--- src/rtl/core/jsu_pkg.sv ---
// ----------------------------------------------------------------------------
// JSON string unescape package
// Result codes and the result record types shared by the decoder, the result
// buffer and the top level.
// ----------------------------------------------------------------------------
package jsu_pkg;

  localparam int unsigned MaxResults = 6;

  // Status codes carried with each result transaction.
  localparam logic [2:0] ST_DATA       = 3'd0;
  localparam logic [2:0] ST_DONE       = 3'd1;
  localparam logic [2:0] ST_EXP_QUOTE  = 3'd2;
  localparam logic [2:0] ST_BAD_UNI    = 3'd3;
  localparam logic [2:0] ST_BAD_ESC    = 3'd4;
  localparam logic [2:0] ST_UNTERM     = 3'd5;

  typedef struct packed {
    logic [7:0] data;
    logic [2:0] status;
  } jsu_ent_t;

  // All results caused by one input transaction, in emission order.
  typedef struct packed {
    logic [2:0]                     count;
    jsu_ent_t [MaxResults-1:0]      ent;
  } jsu_res_t;

endpackage

--- src/rtl/core/jsu_decode.sv ---
// ----------------------------------------------------------------------------
// JSON string unescape decoder
// Holds the parser state and turns one text byte or end mark into the full
// list of result records it causes.
// ----------------------------------------------------------------------------
module jsu_decode (
  input  logic              clk,
  input  logic              rst_n,
  input  logic              acc,
  input  logic              mode,
  input  logic [7:0]        in_byte,
  output jsu_pkg::jsu_res_t res
);
  import jsu_pkg::*;

  localparam logic [2:0] PH_IDLE = 3'd0;
  localparam logic [2:0] PH_STR  = 3'd1;
  localparam logic [2:0] PH_ESC  = 3'd2;
  localparam logic [2:0] PH_HEX  = 3'd3;
  localparam logic [2:0] PH_HIGH = 3'd4;
  localparam logic [2:0] PH_HB   = 3'd5;
  localparam logic [2:0] PH_HU   = 3'd6;

  localparam logic [7:0] CH_QUOTE  = 8'h22;
  localparam logic [7:0] CH_BSLASH = 8'h5C;
  localparam logic [7:0] CH_SLASH  = 8'h2F;
  localparam logic [7:0] CH_B      = 8'h62;
  localparam logic [7:0] CH_F      = 8'h66;
  localparam logic [7:0] CH_N      = 8'h6E;
  localparam logic [7:0] CH_R      = 8'h72;
  localparam logic [7:0] CH_T      = 8'h74;
  localparam logic [7:0] CH_U      = 8'h75;

  localparam logic [7:0] CC_BS  = 8'h08;
  localparam logic [7:0] CC_FF  = 8'h0C;
  localparam logic [7:0] CC_LF  = 8'h0A;
  localparam logic [7:0] CC_CR  = 8'h0D;
  localparam logic [7:0] CC_TAB = 8'h09;

  localparam logic [15:0] HIGH_LO = 16'hD800;
  localparam logic [15:0] HIGH_HI = 16'hDBFF;
  localparam logic [15:0] LOW_LO  = 16'hDC00;
  localparam logic [15:0] LOW_HI  = 16'hDFFF;
  localparam logic [20:0] SUPP_BASE = 21'h10000;

  logic [2:0]  phase_r, phase_nxt;
  logic [15:0] accum_r, accum_nxt;
  logic [1:0]  dcnt_r, dcnt_nxt;
  logic [9:0]  held_r, held_nxt;

  logic        is_hex;
  logic [3:0]  hex_val;
  logic [15:0] hv;
  logic [2:0]  eff;
  logic        flush;
  logic        one;
  logic        use_cp;
  logic [7:0]  one_data;
  logic [2:0]  one_status;
  logic [20:0] cp;
  jsu_ent_t    mn [4];
  logic [2:0]  m_cnt;
  jsu_ent_t    hb [3];

  always_comb begin
    is_hex  = 1'b1;
    hex_val = 4'd0;
    if (in_byte >= 8'h30 && in_byte <= 8'h39) begin
      hex_val = 4'(in_byte - 8'h30);
    end else if (in_byte >= 8'h61 && in_byte <= 8'h66) begin
      hex_val = 4'(in_byte - 8'h57);
    end else if (in_byte >= 8'h41 && in_byte <= 8'h46) begin
      hex_val = 4'(in_byte - 8'h37);
    end else begin
      is_hex = 1'b0;
    end
    hv = {accum_r[11:0], hex_val};
  end

  always_comb begin
    phase_nxt  = phase_r;
    accum_nxt  = accum_r;
    dcnt_nxt   = dcnt_r;
    held_nxt   = held_r;
    flush      = 1'b0;
    one        = 1'b0;
    use_cp     = 1'b0;
    one_data   = 8'd0;
    one_status = ST_DATA;
    cp         = 21'd0;
    eff        = phase_r;

    if (mode) begin
      one       = 1'b1;
      phase_nxt = PH_IDLE;
      accum_nxt = 16'd0;
      dcnt_nxt  = 2'd0;
      held_nxt  = 10'd0;
      case (phase_r)
        PH_IDLE: one_status = ST_EXP_QUOTE;
        PH_HEX:  one_status = ST_BAD_UNI;
        PH_HU: begin
          flush      = 1'b1;
          one_status = ST_BAD_UNI;
        end
        PH_HIGH, PH_HB: begin
          flush      = 1'b1;
          one_status = ST_UNTERM;
        end
        default: one_status = ST_UNTERM;
      endcase
    end else begin
      // An unpaired held surrogate is flushed, then the byte is taken as
      // ordinary string content or as an ordinary escape letter.
      if (phase_r == PH_HIGH && in_byte != CH_BSLASH) begin
        flush    = 1'b1;
        held_nxt = 10'd0;
        eff      = PH_STR;
      end else if (phase_r == PH_HB && in_byte != CH_U) begin
        flush    = 1'b1;
        held_nxt = 10'd0;
        eff      = PH_ESC;
      end

      case (eff)
        PH_IDLE: begin
          if (in_byte == CH_QUOTE) begin
            phase_nxt = PH_STR;
          end else begin
            one        = 1'b1;
            one_status = ST_EXP_QUOTE;
          end
        end
        PH_STR: begin
          if (in_byte == CH_QUOTE) begin
            one        = 1'b1;
            one_status = ST_DONE;
            phase_nxt  = PH_IDLE;
            accum_nxt  = 16'd0;
            dcnt_nxt   = 2'd0;
            held_nxt   = 10'd0;
          end else if (in_byte == CH_BSLASH) begin
            phase_nxt = PH_ESC;
          end else begin
            one       = 1'b1;
            one_data  = in_byte;
            phase_nxt = PH_STR;
          end
        end
        PH_ESC: begin
          one       = 1'b1;
          phase_nxt = PH_STR;
          case (in_byte)
            CH_QUOTE:  one_data = CH_QUOTE;
            CH_BSLASH: one_data = CH_BSLASH;
            CH_SLASH:  one_data = CH_SLASH;
            CH_B:      one_data = CC_BS;
            CH_F:      one_data = CC_FF;
            CH_N:      one_data = CC_LF;
            CH_R:      one_data = CC_CR;
            CH_T:      one_data = CC_TAB;
            CH_U: begin
              one       = 1'b0;
              accum_nxt = 16'd0;
              dcnt_nxt  = 2'd0;
              phase_nxt = PH_HEX;
            end
            default: begin
              one_status = ST_BAD_ESC;
              phase_nxt  = PH_IDLE;
              accum_nxt  = 16'd0;
              dcnt_nxt   = 2'd0;
              held_nxt   = 10'd0;
            end
          endcase
        end
        PH_HIGH: begin
          phase_nxt = PH_HB;
        end
        PH_HB: begin
          accum_nxt = 16'd0;
          dcnt_nxt  = 2'd0;
          phase_nxt = PH_HU;
        end
        PH_HEX, PH_HU: begin
          if (!is_hex) begin
            flush      = (eff == PH_HU);
            one        = 1'b1;
            one_status = ST_BAD_UNI;
            phase_nxt  = PH_IDLE;
            accum_nxt  = 16'd0;
            dcnt_nxt   = 2'd0;
            held_nxt   = 10'd0;
          end else if (dcnt_r != 2'd3) begin
            accum_nxt = hv;
            dcnt_nxt  = dcnt_r + 2'd1;
          end else begin
            accum_nxt = 16'd0;
            dcnt_nxt  = 2'd0;
            if (eff == PH_HU && hv >= LOW_LO && hv <= LOW_HI) begin
              cp        = SUPP_BASE + {1'b0, held_r, hv[9:0]};
              use_cp    = 1'b1;
              held_nxt  = 10'd0;
              phase_nxt = PH_STR;
            end else begin
              flush    = (eff == PH_HU);
              held_nxt = 10'd0;
              if (hv >= HIGH_LO && hv <= HIGH_HI) begin
                held_nxt  = hv[9:0];
                phase_nxt = PH_HIGH;
              end else begin
                cp        = {5'd0, hv};
                use_cp    = 1'b1;
                phase_nxt = PH_STR;
              end
            end
          end
        end
        default: begin
          phase_nxt = PH_IDLE;
          accum_nxt = 16'd0;
          dcnt_nxt  = 2'd0;
          held_nxt  = 10'd0;
        end
      endcase
    end
  end

  // UTF-8 encoding of the main code point, or the single record.
  always_comb begin
    for (int i = 0; i < 4; i++) begin
      mn[i] = '{data: 8'd0, status: ST_DATA};
    end
    m_cnt = 3'd0;
    if (one) begin
      mn[0] = '{data: one_data, status: one_status};
      m_cnt = 3'd1;
    end else if (use_cp) begin
      if (cp[20:7] == 14'd0) begin
        mn[0].data = {1'b0, cp[6:0]};
        m_cnt      = 3'd1;
      end else if (cp[20:11] == 10'd0) begin
        mn[0].data = {3'b110, cp[10:6]};
        mn[1].data = {2'b10, cp[5:0]};
        m_cnt      = 3'd2;
      end else if (cp[20:16] == 5'd0) begin
        mn[0].data = {4'b1110, cp[15:12]};
        mn[1].data = {2'b10, cp[11:6]};
        mn[2].data = {2'b10, cp[5:0]};
        m_cnt      = 3'd3;
      end else begin
        mn[0].data = {5'b11110, cp[20:18]};
        mn[1].data = {2'b10, cp[17:12]};
        mn[2].data = {2'b10, cp[11:6]};
        mn[3].data = {2'b10, cp[5:0]};
        m_cnt      = 3'd4;
      end
    end
  end

  // A held high surrogate always encodes as ED, A0|h[9:6], 80|h[5:0].
  always_comb begin
    hb[0] = '{data: 8'hED, status: ST_DATA};
    hb[1] = '{data: {4'b1010, held_r[9:6]}, status: ST_DATA};
    hb[2] = '{data: {2'b10, held_r[5:0]}, status: ST_DATA};
  end

  always_comb begin
    res.ent = '0;
    if (flush) begin
      for (int i = 0; i < 3; i++) begin
        res.ent[i]     = hb[i];
        res.ent[i + 3] = mn[i];
      end
      res.count = m_cnt + 3'd3;
    end else begin
      for (int i = 0; i < 4; i++) begin
        res.ent[i] = mn[i];
      end
      res.count = m_cnt;
    end
  end

  always_ff @(posedge clk) begin
    if (!rst_n) begin
      phase_r <= PH_IDLE;
      accum_r <= 16'd0;
      dcnt_r  <= 2'd0;
      held_r  <= 10'd0;
    end else if (acc) begin
      phase_r <= phase_nxt;
      accum_r <= accum_nxt;
      dcnt_r  <= dcnt_nxt;
      held_r  <= held_nxt;
    end
  end

endmodule

--- src/rtl/core/jsu_outq.sv ---
// ----------------------------------------------------------------------------
// JSON string unescape result buffer
// Registers the results of one transaction and hands them out one per cycle while not stalled.
// ----------------------------------------------------------------------------
module jsu_outq (
  input  logic              clk,
  input  logic              rst_n,
  input  logic              load,
  input  jsu_pkg::jsu_res_t res,
  input  logic              out_stall,
  output logic              free,
  output logic              out_valid,
  output logic [7:0]        out_byte,
  output logic [2:0]        out_status,
  output logic              out_last
);
  import jsu_pkg::*;

  jsu_ent_t   ent_r [MaxResults];
  logic [2:0] cnt_r;
  logic [2:0] idx_r;
  logic       take;

  assign out_valid  = (cnt_r != 3'd0);
  assign out_last   = out_valid && (idx_r == cnt_r - 3'd1);
  assign out_byte   = ent_r[idx_r].data;
  assign out_status = ent_r[idx_r].status;
  assign take       = out_valid && !out_stall;
  assign free       = !out_valid || (take && out_last);

  always_ff @(posedge clk) begin
    if (load) begin
      for (int i = 0; i < MaxResults; i++) begin
        ent_r[i] <= res.ent[i];
      end
    end
  end

  always_ff @(posedge clk) begin
    if (!rst_n) begin
      cnt_r <= 3'd0;
      idx_r <= 3'd0;
    end else if (load) begin
      cnt_r <= res.count;
      idx_r <= 3'd0;
    end else if (take) begin
      if (out_last) begin
        cnt_r <= 3'd0;
        idx_r <= 3'd0;
      end else begin
        idx_r <= idx_r + 3'd1;
      end
    end
  end

endmodule

--- src/rtl/core/json_string_unescape_utf8.sv ---
// ----------------------------------------------------------------------------
// JSON string unescaper with UTF-8 output
// Decodes one quoted JSON string per pass and emits its text as UTF-8 bytes.
// ----------------------------------------------------------------------------
// The input channel (in_valid, in_stall, in_mode, in_byte) carries one text
// byte per transaction, or an end-of-text mark when in_mode is high. The
// result channel (out_valid, out_stall, out_byte, out_status, out_last)
// carries decoded bytes, a string-done mark or an error code; out_last marks
// the final result caused by one input transaction.
// The decoder is a single registered pass: the parser state and the input
// byte are decoded combinationally and all resulting records are written into
// a six-entry result buffer at the accepting edge, so the first result is
// presented the cycle after acceptance.
// Throughput is set by the result buffer: an input transaction producing k
// results (k from 1 to 6) holds it until all k are taken, and one producing
// none leaves it empty. With at most one result per byte and no stall, one
// byte is taken every cycle. A new transaction is accepted in the same cycle
// as the last result of the previous one is taken.
// Reset (rst_n low, synchronous) empties the buffer and returns the parser to
// waiting for an opening quote. While the receiver stalls, the presented
// result holds and in_stall stays high for as long as any result is waiting.
// ----------------------------------------------------------------------------
module json_string_unescape_utf8 (
  input  logic       clk,
  input  logic       rst_n,
  input  logic       in_valid,
  output logic       in_stall,
  input  logic       in_mode,
  input  logic [7:0] in_byte,
  output logic       out_valid,
  input  logic       out_stall,
  output logic [7:0] out_byte,
  output logic [2:0] out_status,
  output logic       out_last
);
  import jsu_pkg::*;

  jsu_res_t res;
  logic     free;
  logic     acc;

  // The buffer is free when empty or when its last result leaves this cycle.
  assign in_stall = !free;
  assign acc      = in_valid && free;

  jsu_decode u_decode (
    .clk     (clk),
    .rst_n   (rst_n),
    .acc     (acc),
    .mode    (in_mode),
    .in_byte (in_byte),
    .res     (res)
  );

  jsu_outq u_outq (
    .clk        (clk),
    .rst_n      (rst_n),
    .load       (acc),
    .res        (res),
    .out_stall  (out_stall),
    .free       (free),
    .out_valid  (out_valid),
    .out_byte   (out_byte),
    .out_status (out_status),
    .out_last   (out_last)
  );

  // A status other than data always ends the results of its transaction.
  a_status_last : assert property (@(posedge clk) disable iff (!rst_n)
    (out_valid && out_status != ST_DATA) |-> out_last)
    else $error("non-data status without last");

  // Non-data results carry a zero byte.
  a_status_zero : assert property (@(posedge clk) disable iff (!rst_n)
    (out_valid && out_status != ST_DATA) |-> (out_byte == 8'd0))
    else $error("non-data status with nonzero byte");

  // An empty result side never holds back the input side.
  a_no_idle_stall : assert property (@(posedge clk) disable iff (!rst_n)
    !out_valid |-> !in_stall)
    else $error("input stalled while no result pending");

  // A result that is not the last one leaves the input stalled.
  a_multi_stall : assert property (@(posedge clk) disable iff (!rst_n)
    (out_valid && !out_last) |-> in_stall)
    else $error("input taken while results still pending");

endmodule

--- config.mk ---
export PLATFORM = sky130hd
export DESIGN_NAME = json_string_unescape_utf8
export DESIGN_NICKNAME = d
export VERILOG_FILES = /design/src/rtl/core/jsu_pkg.sv /design/src/rtl/core/jsu_decode.sv /design/src/rtl/core/jsu_outq.sv /design/src/rtl/core/json_string_unescape_utf8.sv
export SDC_FILE = /design/constraint.sdc
export NUM_CORES = 1
export LEC_CHECK = 0
export BUFFER_PORTS_ARGS = -buffer_cell sky130_fd_sc_hd__buf_2
export CAP_MARGIN = 20
export CORE_MARGIN = 2
export CORE_UTILIZATION = 40
export DETAILED_ROUTE_END_ITERATION = 16
export PLACE_DENSITY_LB_ADDON = 0.3
export SLEW_MARGIN = 20
export SYNTH_ARGS = -nofsm -noshare
export SYNTH_HDL_FRONTEND = slang
export SYNTH_SLANG_ARGS = --single-unit
export TNS_END_PERCENT = 100
--- constraint.sdc ---
create_clock -name clk -period 4.74 [get_ports clk]
set_input_delay 0 -clock clk [delete_from_list [all_inputs] [get_ports clk]]
set_output_delay 0 -clock clk [all_outputs]
set_load 0.05 [all_outputs]
[After elaboration in Yosys (flattened, before gate mapping)]
Memory sizes are Yosys's and may differ from the RTL's. A register that Yosys moved wholly into a read port is not among the register bits.
Index checks and enable logic that the tools add are counted.
W data, S select, Z words.
Storage, ports and cells
  input port bits: 13
  RAM bits: 66
  memories: 1
  register bits: 33
  word-level logic and storage cells: 206
Cells by class
  add/subtract/negate cells: 8
  bitwise logic cells: 1
  equality and inequality tests: 28
  multiplexer cells: 117
  reduce and logical (&&, ||, !) cells: 35
  order comparisons: 10
Memory list
  u_outq.ent_r: depth 6, width 11, read ports 1, clocked after Yosys merged registers in 1, write ports 6, RTL line jsu_outq.sv:19  | jsu_ent_t ent_r [MaxResults];
Operators with widths (number)
  $mux W8: 20
  $mux W21: 5
  $mux W10: 9
  $mux W3: 25
  $mux W12: 5
  $eq A8 B7 Y1 const B: 7
  $pmux W7 S8: 1
  $pmux W12 S4: 1
  $mux W44: 1
  $pmux W10 S4: 1
  $ge A16 B16 Y1 const B: 2
  $le A16 B16 Y1 const B: 2
  $mux W1: 26
  $mux W22: 1
  $add A17 B20 Y21 const A: 1
  $eq A3 B3 Y1 const B: 6
  $pmux W3 S6: 1
  $eq A8 B6 Y1 const B: 2
  $ge A8 B7 Y1 const B: 2
  $le A8 B7 Y1 const B: 2
  $mux W16: 1
  $mux W2: 8
  $ne A8 B7 Y1 const B: 2
  $pmux W8 S2: 1
  other kinds (41): 67

[Longest topological paths before layout]
  word-level depth: 22
  mapped depth: 14
  depth with buffers taken out: 12

[Modules after synthesis]
From an unflattened synthesis, not the netlist that was laid out.
Second synthesis, totals
  cell total of the unflattened synthesis: 669
  area, all modules: 6436.2 sq um
Modules (own cells, without submodules)
  jsu_decode: cells each 505, seq. area each 540.5 sq um, area each 3495.9 sq um, times used 1
  jsu_outq: cells each 162, seq. area each 2162.1 sq um, area each 2930.3 sq um, times used 1
  json_string_unescape_utf8: cells each 2, seq. area each 0.0 sq um, area each 10.0 sq um, times used 1

[Worst setup path before layout]
Ideal clock, no wire load.
  kind: register -> register
  from: reg u_outq.cnt_r[0]
  to: reg u_decode.phase_r[2]
  path buffers: 2
  required time: 4624 ps
  stages on the path, launching flop included: 12
  period minus slack after synthesis: 3760 ps
  library setup time: 116 ps
  arrival time: 3644 ps
  slack: 980 ps
  cells stage by stage: dfxtp_1 > inv_1 > ha_1 > xnor2_1 > o41a_1 > nand2b_1 > clkbuf_1 > inv_1 > and2_1 > clkbuf_1 > a21oi_1 > a31o_2
Between the ends
  cells in the longest elaborated chain, start to end: 7
  elaborated cells on any way between the ends: 10
RTL lines
  start: declaration: RTL line jsu_outq.sv:20  | logic [2:0] cnt_r;
  start signal: assignment: RTL line jsu_outq.sv:44  | cnt_r <= res.count;
  $sub A3 B1 Y3: RTL line jsu_outq.sv:25  | assign out_last = out_valid && (idx_r == cnt_r - 3'd1);
  $eq A3 B3 Y1: RTL line jsu_outq.sv:25
  $logic_and A1 B1 Y1: RTL line jsu_outq.sv:25
  $logic_and A1 B1 Y1: RTL line jsu_outq.sv:29  | assign free = !out_valid || (take && out_last);
  $logic_or A1 B1 Y1 *: RTL line jsu_outq.sv:29
  $logic_and A1 B1 Y1 *: RTL line json_string_unescape_utf8.sv:44  | assign acc = in_valid && free;
  net acc: RTL line json_string_unescape_utf8.sv:40  | logic acc;
  $reduce_and A3 Y1 (no source line) *
  end signal: assignment: RTL line jsu_decode.sv:291  | phase_r <= phase_nxt;
  end: declaration: RTL line jsu_decode.sv:46  | logic [2:0] phase_r, phase_nxt;
The timed path passes the listed nets; every way through them passes the cells marked *.
A chain may end at the register's enable or synchronous reset.

[Worst setup path in the final report]
  from: reg u_decode.phase_r[0]
  to: reg u_outq.cnt_r[1]
Between the ends
  cells in the longest elaborated chain, start to end: 22
  elaborated cells on any way between the ends: 48
RTL lines
  $eq A3 B3 Y1: RTL line jsu_decode.sv:99, jsu_decode.sv:119
  $logic_and A1 B1 Y1: RTL line jsu_decode.sv:119  | end else if (phase_r == PH_HB && in_byte != CH_U) begin
  $mux W3: RTL line jsu_decode.sv:119
  $mux W3: RTL line jsu_decode.sv:115  | if (phase_r == PH_HIGH && in_byte != CH_BSLASH) begin
  $mux W3: RTL line jsu_decode.sv:93  | if (mode) begin
  $eq A3 B3 Y1
  $logic_and A1 B1 Y1 (2 in series): RTL line jsu_decode.sv:200  | if (eff == PH_HU && hv >= LOW_LO && hv <= LOW_HI) begin
  $mux W21: RTL line jsu_decode.sv:200
  (+5 left out)
  $mux W3: RTL line jsu_decode.sv:246  | end else if (cp[20:16] == 5'd0) begin
  $mux W3: RTL line jsu_decode.sv:242  | end else if (cp[20:11] == 10'd0) begin
  $mux W3: RTL line jsu_decode.sv:239  | if (cp[20:7] == 14'd0) begin
  $mux W3: RTL line jsu_decode.sv:238  | end else if (use_cp) begin
  $mux W3: RTL line jsu_decode.sv:235  | if (one) begin
  $add A3 B2 Y3: RTL line jsu_decode.sv:275  | res.count = m_cnt + 3'd3;
  $mux W3 *: RTL line jsu_decode.sv:270  | if (flush) begin
  $mux W3 *: RTL line jsu_outq.sv:43  | end else if (load) begin
Mark *: on every way between the ends. The rest lies on a longest branch, timed or not. The select of a mux whose other input is x is not followed.

==> results.yml <==
yosys:
  synth_area_leaders: "edfxtp_1, dfxtp_1, nand2_1"
  synth_area_per_cell_sq_um: 8.98
  yosysSeqAreaShare: 0.377
  yosysUniqueCellTypes: 84
  syn-instance-count: 657
  ys.flop_type: "edfxtp_1"
  syn-cell-area_sq_um: 5900
  syn-num-nets: 681
  synth_edf_count: 50
  async_reset_ff_frac: 0
  ys_ff_latch: 86
  yosys_warnings: 0
  yosysTopAreaCell: "edfxtp_1"
  synth_top_area_share: 0.255
clock_network:
  tritoncts: "built"
  cts.path.max_buffers: 2
  cts_made_buffers: 9
  cts_sinks: 86
  cts-root-buf: "clkbuf_16"
  post_cts_buffers: 0
  postCtsHoldBufs: 0
  htree_levels: 3
  clkLatencyLatePin_ps: 350
  post_cts_resized: 0
  path_clk_slew_ps: 70
pwr:
  leakage_uw: 0.00221
  power_density_nw_per_um2: 269
  peakVddDrop_uv: 213
die:
  io-pin-count: 27
  initial_core_util: 0.407
  core_sq_um: 14500
  dieArea_sq_um: 15700
  die_height_microns: 125
  rows: 44
  dieWidth_microns: 125
final_layout:
  regArea_sq_um: 2220
  multi_input_area_sq_um: 3410
  post-route-util: 0.442
  layout.cells.most_common_list: "nand2_1, nor2_1, edfxtp_1, a21oi_1, dfxtp_1"
  nNetsFinal: 677
  area_growth_pct: 8.59
  layout.cells.non_filler: 842
  diodes: 0
  layout_commonest_cell: "nand2_1"
  fill_cells: 1433
  drive_gt1_frac: 0.126
placement:
  place.gp.congestion: 0.943
  dp_hpwl_mm: 12.7
  portBuffers: 26
  dp.cells: 826
timing:
  setup_violations: 0
  hold_violations: 0
  period_share: 0.751
  fmax_mhz: 281
  finalCriticalPeriod_ps: 3560
  slew_headroom: 0.392
  rsz0062_at_grt: "false"
  finalMaxSlewViolations: 0
  worst_pin_slew_ps: 910
  skew_ps: 5.66
  fin_setup_tns_ps: 0
route:
  drc: 0
  wl_per_cell_microns: 20.3
  first_iter_violations: 474
  routed_via_density: 6.24
  ant_nets: 0
  vias: 5253
  drt_wl_total_mm: 17.1
  first_pass_iters: 5
run_status:
  status: "completed"
worst_setup_path:
  crit_path_max_fanout: 21
  required_ps: 5040
  critical_path_class: "flop to flop"
  rrSetupSlack_ps: 1180
  worst_setup_path_end_kind: "flop"
  crit_chain: "xor2_1, nand4_1, a2111oi_4, a21oi_4, o21ai_1, nand2_1, ha_1, o31ai_1, a32o_1"
  cp.arrival_ps: 3850
  critPathSlowestCell: "a2111oi_4"
  start_kind: "flop"
  crit_path_max_incr_delay_ps: 910
global_route:
  grt_pass1_wl_mm: 28.0
  track_usage: 0.223
  grt_pass1_vias: 5099
  grt_max_degree: 43
  gr-total-overflow: 0
  antenna_found_initial: 0
job:
  maxCapViolCount: 0
worst_hold_path:
  min-delay-path-class: "input pin to flop"
synthesized netlist by cell type, drive strengths merged, types with 4 or more instances:
master,n
a2111oi,5
a211oi,11
a21o,7
a21oi,44
a22o,6
a22oi,7
a31oi,7
and2,6
and3,9
buf,24
clkbuf,25
dfxtp,36
edfxtp,50
ha,11
inv,14
mux2i,29
mux4,7
nand2,91
nand2b,6
nand3,25
nand3b,6
nand4,8
nand4b,6
nor2,58
nor2b,8
nor3,12
nor4,7
nor4b,4
o211ai,6
o21ai,37
o22ai,8
o2bb2ai,6
o31ai,6
or3,5
xnor2,4
area by class of cell:
cell class | instances | share of cell area
flip-flops and latches | 86 | 0.347
well taps | 184 | 0.0360
clock buffers | 9 | 0.0352
repair buffers | 34 | 0.0297
inverters | 14 | 0.00821
clock inverters | 7 | 0.0115
multi-input cells | 508 | 0.532
metrics by stage:
| stage | hold WS [ps] | area (sq um) | power [uW] | setup slack (ps) |
|---|---|---|---|---|
| 2_1_floorplan | 276 | 5900 | 989 | 980 |
| 3_3_place_gp | 422 | 6100 | 1040 | 1380 |
| 3_5_place_dp | 460 | 6100 | 1040 | 1270 |
| 4_1_cts | 84.3 | 6400 | 1740 | 1240 |
| 5_1_grt | 161 | 6400 | 1790 | 858 |
| 6_report | 91.1 | 6400 | 1720 | 1180 |
critical path, delay by kind of cell, from the launching register on:
kind                       cells  cell delay [ps]
DFF                            1              740
xor gates and xnor gates       1              280
adders and majority gates      1              310
AOI/OAI and AO/OA              5             1660
and+or+nand+nor                2              490
flip-flops by register name, summed over array words and instances (netlist names), named ones only:
| register | count |
|---|---|
| u_outq.cnt_r | 3 |
| u_outq.ent_r | 50 |
| u_outq.idx_r | 3 |
| u_decode.accum_r | 12 |
| u_decode.held_r | 10 |
| u_decode.phase_r | 3 |
| u_decode.dcnt_r | 2 |
routing by layer:
layer  global-route usage  wire length, microns  vias to the layer above
li1                     -                     -                     2469
met1                0.317                  7770                     2531
met2                0.338                  7720                      218
met3               0.0436                  1120                       35
met4               0.0837                   496                        0
met5                    0                     0                        -
path summary, 6_finish.rpt:
check | start | end | cells after the start
setup / recovery | u_decode.phase_r[0] | u_outq.cnt_r[1] | 9
setup reg to reg | u_decode.phase_r[0] | u_outq.cnt_r[1] | 9
hold / removal | out_stall | u_outq.idx_r[1] | 6
hold reg to reg | u_decode.dcnt_r[1] | u_decode.dcnt_r[1] | 2
logic make-up after synthesis:
| family | synth area share |
|---|---|
| buf+inv | 0.0460 |
| mux | 0.0779 |
| compound gates | 0.230 |
| fa+ha+maj | 0.0233 |
| simple gates | 0.233 |
| xor+xnor | 0.0129 |
| flops | 0.377 |
report_power, final:
part	leakage [uW]	switching (uW)	internal (uW)	total, uW
clock	0.000147	327	372	699
combinational	0.00127	136	57.1	193
sequential	0.000791	11.3	819	831
Note: power is estimated with default switching activity, not from simulation.
